[config.mk]
export PLATFORM = sky130hd
export DESIGN_NAME = vpv_divider
export DESIGN_NICKNAME = d
export VERILOG_FILES = /design/src/rtl/vpv_pkg.sv /design/src/rtl/vpv_divider.sv
export SDC_FILE = /design/constraint.sdc
export NUM_CORES = 2
export LEC_CHECK = 0
export BUFFER_PORTS_ARGS = -buffer_cell sky130_fd_sc_hd__buf_2
export CAP_MARGIN = 25
export CORE_ASPECT_RATIO = 1.5
export CORE_MARGIN = 5
export CORE_UTILIZATION = 30
export DETAILED_ROUTE_END_ITERATION = 8
export PLACE_DENSITY = 0.43
export SYNTH_ARGS = -nofsm -noshare
export SYNTH_HDL_FRONTEND = slang
export SYNTH_MEMORY_MAX_BITS = 65536
export SYNTH_SLANG_ARGS = --single-unit
export TNS_END_PERCENT = 10
[constraint.sdc]
create_clock -name clk -period 5.4 [get_ports clk]
set_input_delay 0.81 -clock clk [delete_from_list [all_inputs] [get_ports clk]]
set_output_delay 0.81 -clock clk [all_outputs]
set_load 0.1 [all_outputs]
[src/rtl/vpv_pkg.sv]
// ----------------------------------------------------------------------------
// vpv_pkg
// shared types, constants and helpers of the vertex projection pipeline
// ----------------------------------------------------------------------------
package vpv_pkg;

    localparam int FRAC_BITS_DEF = 16;
    localparam int DIV_STEPS     = 32;
    localparam int DIV_LAT       = DIV_STEPS + 2;
    localparam int ADDR_W        = 4;

    typedef enum logic [1:0] {
        REG_VP_X = 2'd0,
        REG_VP_Y = 2'd1,
        REG_VP_W = 2'd2,
        REG_VP_H = 2'd3
    } reg_idx_t;

    typedef enum logic {
        REQ_VERTEX = 1'b0,
        REQ_LOAD   = 1'b1
    } req_t;

    typedef struct packed {
        logic               valid;
        logic               wnull;
        logic signed [31:0] cx;
        logic signed [31:0] cy;
        logic signed [31:0] cz;
        logic signed [31:0] cw;
    } clip_t;

    function automatic logic signed [31:0] sat32(input logic signed [63:0] v);
        logic signed [31:0] r;
        if (v > 64'sh0000_0000_7FFF_FFFF)
            r = 32'sh7FFF_FFFF;
        else if (v < -64'sh0000_0000_8000_0000)
            r = 32'sh8000_0000;
        else
            r = v[31:0];
        return r;
    endfunction

endpackage

[src/rtl/vpv_divider.sv]
// ----------------------------------------------------------------------------
// vpv_divider
// pipelined restoring divider, one quotient bit per stage, saturated result
// ----------------------------------------------------------------------------
module vpv_divider
    import vpv_pkg::*;
#(
    parameter int FRAC_BITS = FRAC_BITS_DEF
)
(
    input  logic               clk,
    input  logic               en,
    input  logic signed [31:0] num,
    input  logic signed [31:0] den,
    output logic signed [31:0] quot
);

    localparam int DW = 32 + FRAC_BITS;

    logic [31:0] rem_reg [DIV_STEPS+1];
    logic [31:0] lo_reg  [DIV_STEPS+1];
    logic [31:0] q_reg   [DIV_STEPS+1];
    logic [31:0] d_reg   [DIV_STEPS+1];
    logic        neg_reg [DIV_STEPS+1];
    logic        ovf_reg [DIV_STEPS+1];
    logic signed [31:0] quot_reg;
    logic signed [31:0] quot_next;

    logic [31:0]   mag_n;
    logic [31:0]   mag_d;
    logic [DW-1:0] dividend;

    assign mag_n    = num[31] ? 32'(-num) : 32'(num);
    assign mag_d    = den[31] ? 32'(-den) : 32'(den);
    assign dividend = {mag_n, {FRAC_BITS{1'b0}}};

    always_ff @(posedge clk)
    begin
        if (en)
        begin
            rem_reg[0] <= 32'(dividend[DW-1:32]);
            lo_reg[0]  <= dividend[31:0];
            q_reg[0]   <= '0;
            d_reg[0]   <= mag_d;
            neg_reg[0] <= num[31] ^ den[31];
            // quotient of 2^32 or more always saturates
            ovf_reg[0] <= 64'(dividend) >= {mag_d, 32'd0};
            quot_reg   <= quot_next;
        end
    end

    for (genvar k = 0; k < DIV_STEPS; k++)
    begin : g_step
        logic [32:0] t;
        logic        ge;
        assign t  = {rem_reg[k], lo_reg[k][31]};
        assign ge = t >= {1'b0, d_reg[k]};

        always_ff @(posedge clk)
        begin
            if (en)
            begin
                rem_reg[k+1] <= ge ? 32'(t - {1'b0, d_reg[k]}) : t[31:0];
                lo_reg[k+1]  <= {lo_reg[k][30:0], 1'b0};
                q_reg[k+1]   <= {q_reg[k][30:0], ge};
                d_reg[k+1]   <= d_reg[k];
                neg_reg[k+1] <= neg_reg[k];
                ovf_reg[k+1] <= ovf_reg[k];
            end
        end
    end

    always_comb
    begin
        logic [31:0] q;
        q = q_reg[DIV_STEPS];
        if (!neg_reg[DIV_STEPS])
            quot_next = (ovf_reg[DIV_STEPS] || q[31]) ? 32'sh7FFF_FFFF : $signed(q);
        else if (ovf_reg[DIV_STEPS] || (q > 32'h8000_0000))
            quot_next = 32'sh8000_0000;
        else
            quot_next = $signed(32'(-q));
    end

    assign quot = quot_reg;

endmodule

==> out/metrics.cfg <==
[status]
status=finished clean

[routing]
first_pass_iters=6
drtIter0Drc=3819
wl_mm=400
ant_nets=0
num_vias=95400
routed_via_density=4.78
highest_layer=met4
avgRoutedWirePerCell_um=20.0
met2_length_mm=249
drc=0
met3WireLength_mm=9.68
wl_met1_mm=106

[timing]
drv_slew=0
fmax_ghz=0.214
rsz0062_at_grt=no
setup_ws_ps=727
finalHoldViolations=0
timing.final.crit_share_pct=86.5
finalSetupViolations=0
slew-limit-headroom_pct=20.8
worstMarginPinSlew_ps=1190
period_needed_ps=4670
final.setup_skew_ps=77.1

[layout]
fill_cells=49300
layout_common_cells=2,794 x edfxtp_1, 1,292 x inv_1, 1,051 x nand2_1
largest_reg_flops=1024
drive_above_1_share_pct=8.88
postLayoutCellArea_mm2=0.169
area_delta_synth_final_pct=14.2
utilization_pct=34.4
final_net_count=14300
final_common_cell=edfxtp_1

[pwr]
power_density_mw_per_mm2=582
ir_drop_uv=281
report.power.total_w=0.0981
p_leak_nw=67.0

[placed_design]
dp_hpwl_mm=315
place_ws_ps=262
portBuffers=97
gp_congestion=0.870
dpl-instance-area_mm2=0.158

[synthesis]
synth-compound-area-share_pct=13.8
synth_mux_area_share_pct=2.05
synth_xor_area_share_pct=5.24
yosys_warnings=0
ys_types=84
netlist_area_mm2=0.148
synth_flop_cell=edfxtp_1
syn_inst=12700
synth_nets=13800
synth_seq_area_share_pct=56.9
syn_avg_cell_area_um2=11.6
synthArstFlopShare_pct=0
synthAdderAreaFrac_pct=9.13
synth_edf_count=2794
ys_ff_latch=2794
synth_top_family_by_area=compound AO/OA/AOI/OAI gates
synth-simple-area-share_pct=8.93

[critical_path]
cp_slowest_stage_delay_ps=480
crit_chain=ha_1 -> nor2b_1 -> o211a_1 -> o21ai_0 -> a2111oi_0 -> buf_4 -> o41a_1 -> a41oi_1 -> o21a_1 -> o21ai_0 -> buf_4 -> a31oi_4 -> buf_12 -> mux2_2
crit_family=compound AO/OA/AOI/OAI gates
endpoint_kind=flop
startpoint_type=flop
path_max_fanout=51
crit_arrival_ps=5390
critical_path_buf_inv_count=3
required_ps=6110
crit_type=flop to flop
slowest_stage=o41a_1

[clock_network]
clk_pin_slew_worst_paths_ps=60
clk_latency_ps=960
clock-sinks=2794
ctsResizeCount=0
cts_max_path_buffers=4
cts_max_level=5
cts_root_buf=clkbuf_16
cts_tree=built
cts_buffers=314

[die]
initial_core_util_pct=30.1
num_io_pins=98
die_w_um=583
num_rows=315
die_height_um=869
core_mm2=0.490
dieArea_mm2=0.506

[global_routing]
grt_max_degree=173
grt_pass1_vias=102000
gr-total-overflow=0
grtUsageTotal_pct=15.4
grt_pass1_wl_mm=594
antenna_found_initial=17

[worst_hold_path]
hold_path_class=input pin to flop

[run]
maxCapViolCount=0

==> cells by family (layout without fill, tap and decap cells) <==
group                      after synthesis  after routing
muxes                                  272            272
AOI/OAI and AO/OA                     3311           3311
adders and majority gates             1058           1058
other                                    0             61
DFF                                   2794           2794
buffers and inverters                 1558           2262
xor gates and xnor gates               882            882
and+or+nand+nor                       2808           2808
==> final cells by class <==
cell class / instances / area, um2 / share of cell area (%)
inverters: 1293 / 4850 / 2.88
diodes: 61 / 153 / 0.0906
well taps: 6498 / 8130 / 4.82
multi-input cells: 8331 / 58100 / 34.5
clock buffers: 395 / 8440 / 5.01
clock inverters: 173 / 1580 / 0.938
flip-flops and latches: 2794 / 83900 / 49.8
repair buffers: 401 / 3400 / 2.02
==> path summary, 6_finish.rpt <==
check | startpoint | endpoint | slack, ps | depth (start not counted)
worst max-delay path | rem_reg[0][96] | rem_reg[0][134] | 730 | 14
worst min-delay path | den[0] | d_reg[0][0] | 170 | 1
worst max register to register | rem_reg[0][96] | rem_reg[0][134] | 730 | 14
worst min register to register | q_reg[0][586] | q_reg[0][619] | 400 | 0
==> repair_timing <==
item,in CTS,in global routing
buffers inserted,0,0
endpoints found under the setup margin,0,0
hold endpoints to repair,1,0
hold buffers,1,0
==> Yosys cell counts, types with 25 or more instances <==
cell type | n | area (um2)
edfxtp_1 | 2794 | 83900
inv_1 | 1292 | 4850
nand2_1 | 1052 | 3950
ha_1 | 1027 | 12800
o21ai_0 | 990 | 4950
a21oi_1 | 942 | 4710
nor2_1 | 621 | 2330
xnor2_1 | 504 | 4410
a21o_1 | 484 | 3630
xor2_1 | 378 | 3310
clkbuf_1 | 249 | 935
mux2_2 | 247 | 2780
nand3_1 | 178 | 891
nand2b_1 | 152 | 951
nor3_1 | 152 | 761
nand4_1 | 146 | 913
nor2b_1 | 146 | 913
o21a_1 | 128 | 961
o31ai_1 | 110 | 826
o21bai_1 | 101 | 758
a31oi_1 | 89 | 557
or3_1 | 61 | 382
a211oi_1 | 59 | 443
and3_1 | 59 | 369
nor4_1 | 50 | 313
o211ai_1 | 50 | 375
and2_1 | 49 | 307
o311ai_0 | 38 | 333
fa_1 | 31 | 621
or2_2 | 29 | 181
a211o_1 | 27 | 236
a21boi_0 | 27 | 203
mux2i_1 | 25 | 250
==> metrics by stage <==
step | TNS, ps | hold slack (ps) | instances
after detailed placement | 0 | 405 | 19300
final | 0 | 169 | 19900
after global routing | 0 | 100 | 19900
after floorplan | 0 | 400 | 12700
after CTS | 0 | 49.2 | 19900
after global placement | -35.1 | 401 | 19300
==> layer usage <==
layer	global-route usage, %	vias to the layer above
li1	-	47400
met1	10.7	45800
met2	35.0	1275
met3	1.85	883
met4	11.1	0
met5	0	-
==> power by group <==
group	total [W]	leakage, nW	internal [W]	switching (W)
Combinational	0.0427	34.7	0.0181	0.0246
Sequential	0.0341	27.4	0.0313	0.00279
Clock	0.0213	4.90	0.0123	0.00894
Total	0.0981	67.0	0.0617	0.0364
Power figures use the tool's default switching activity.
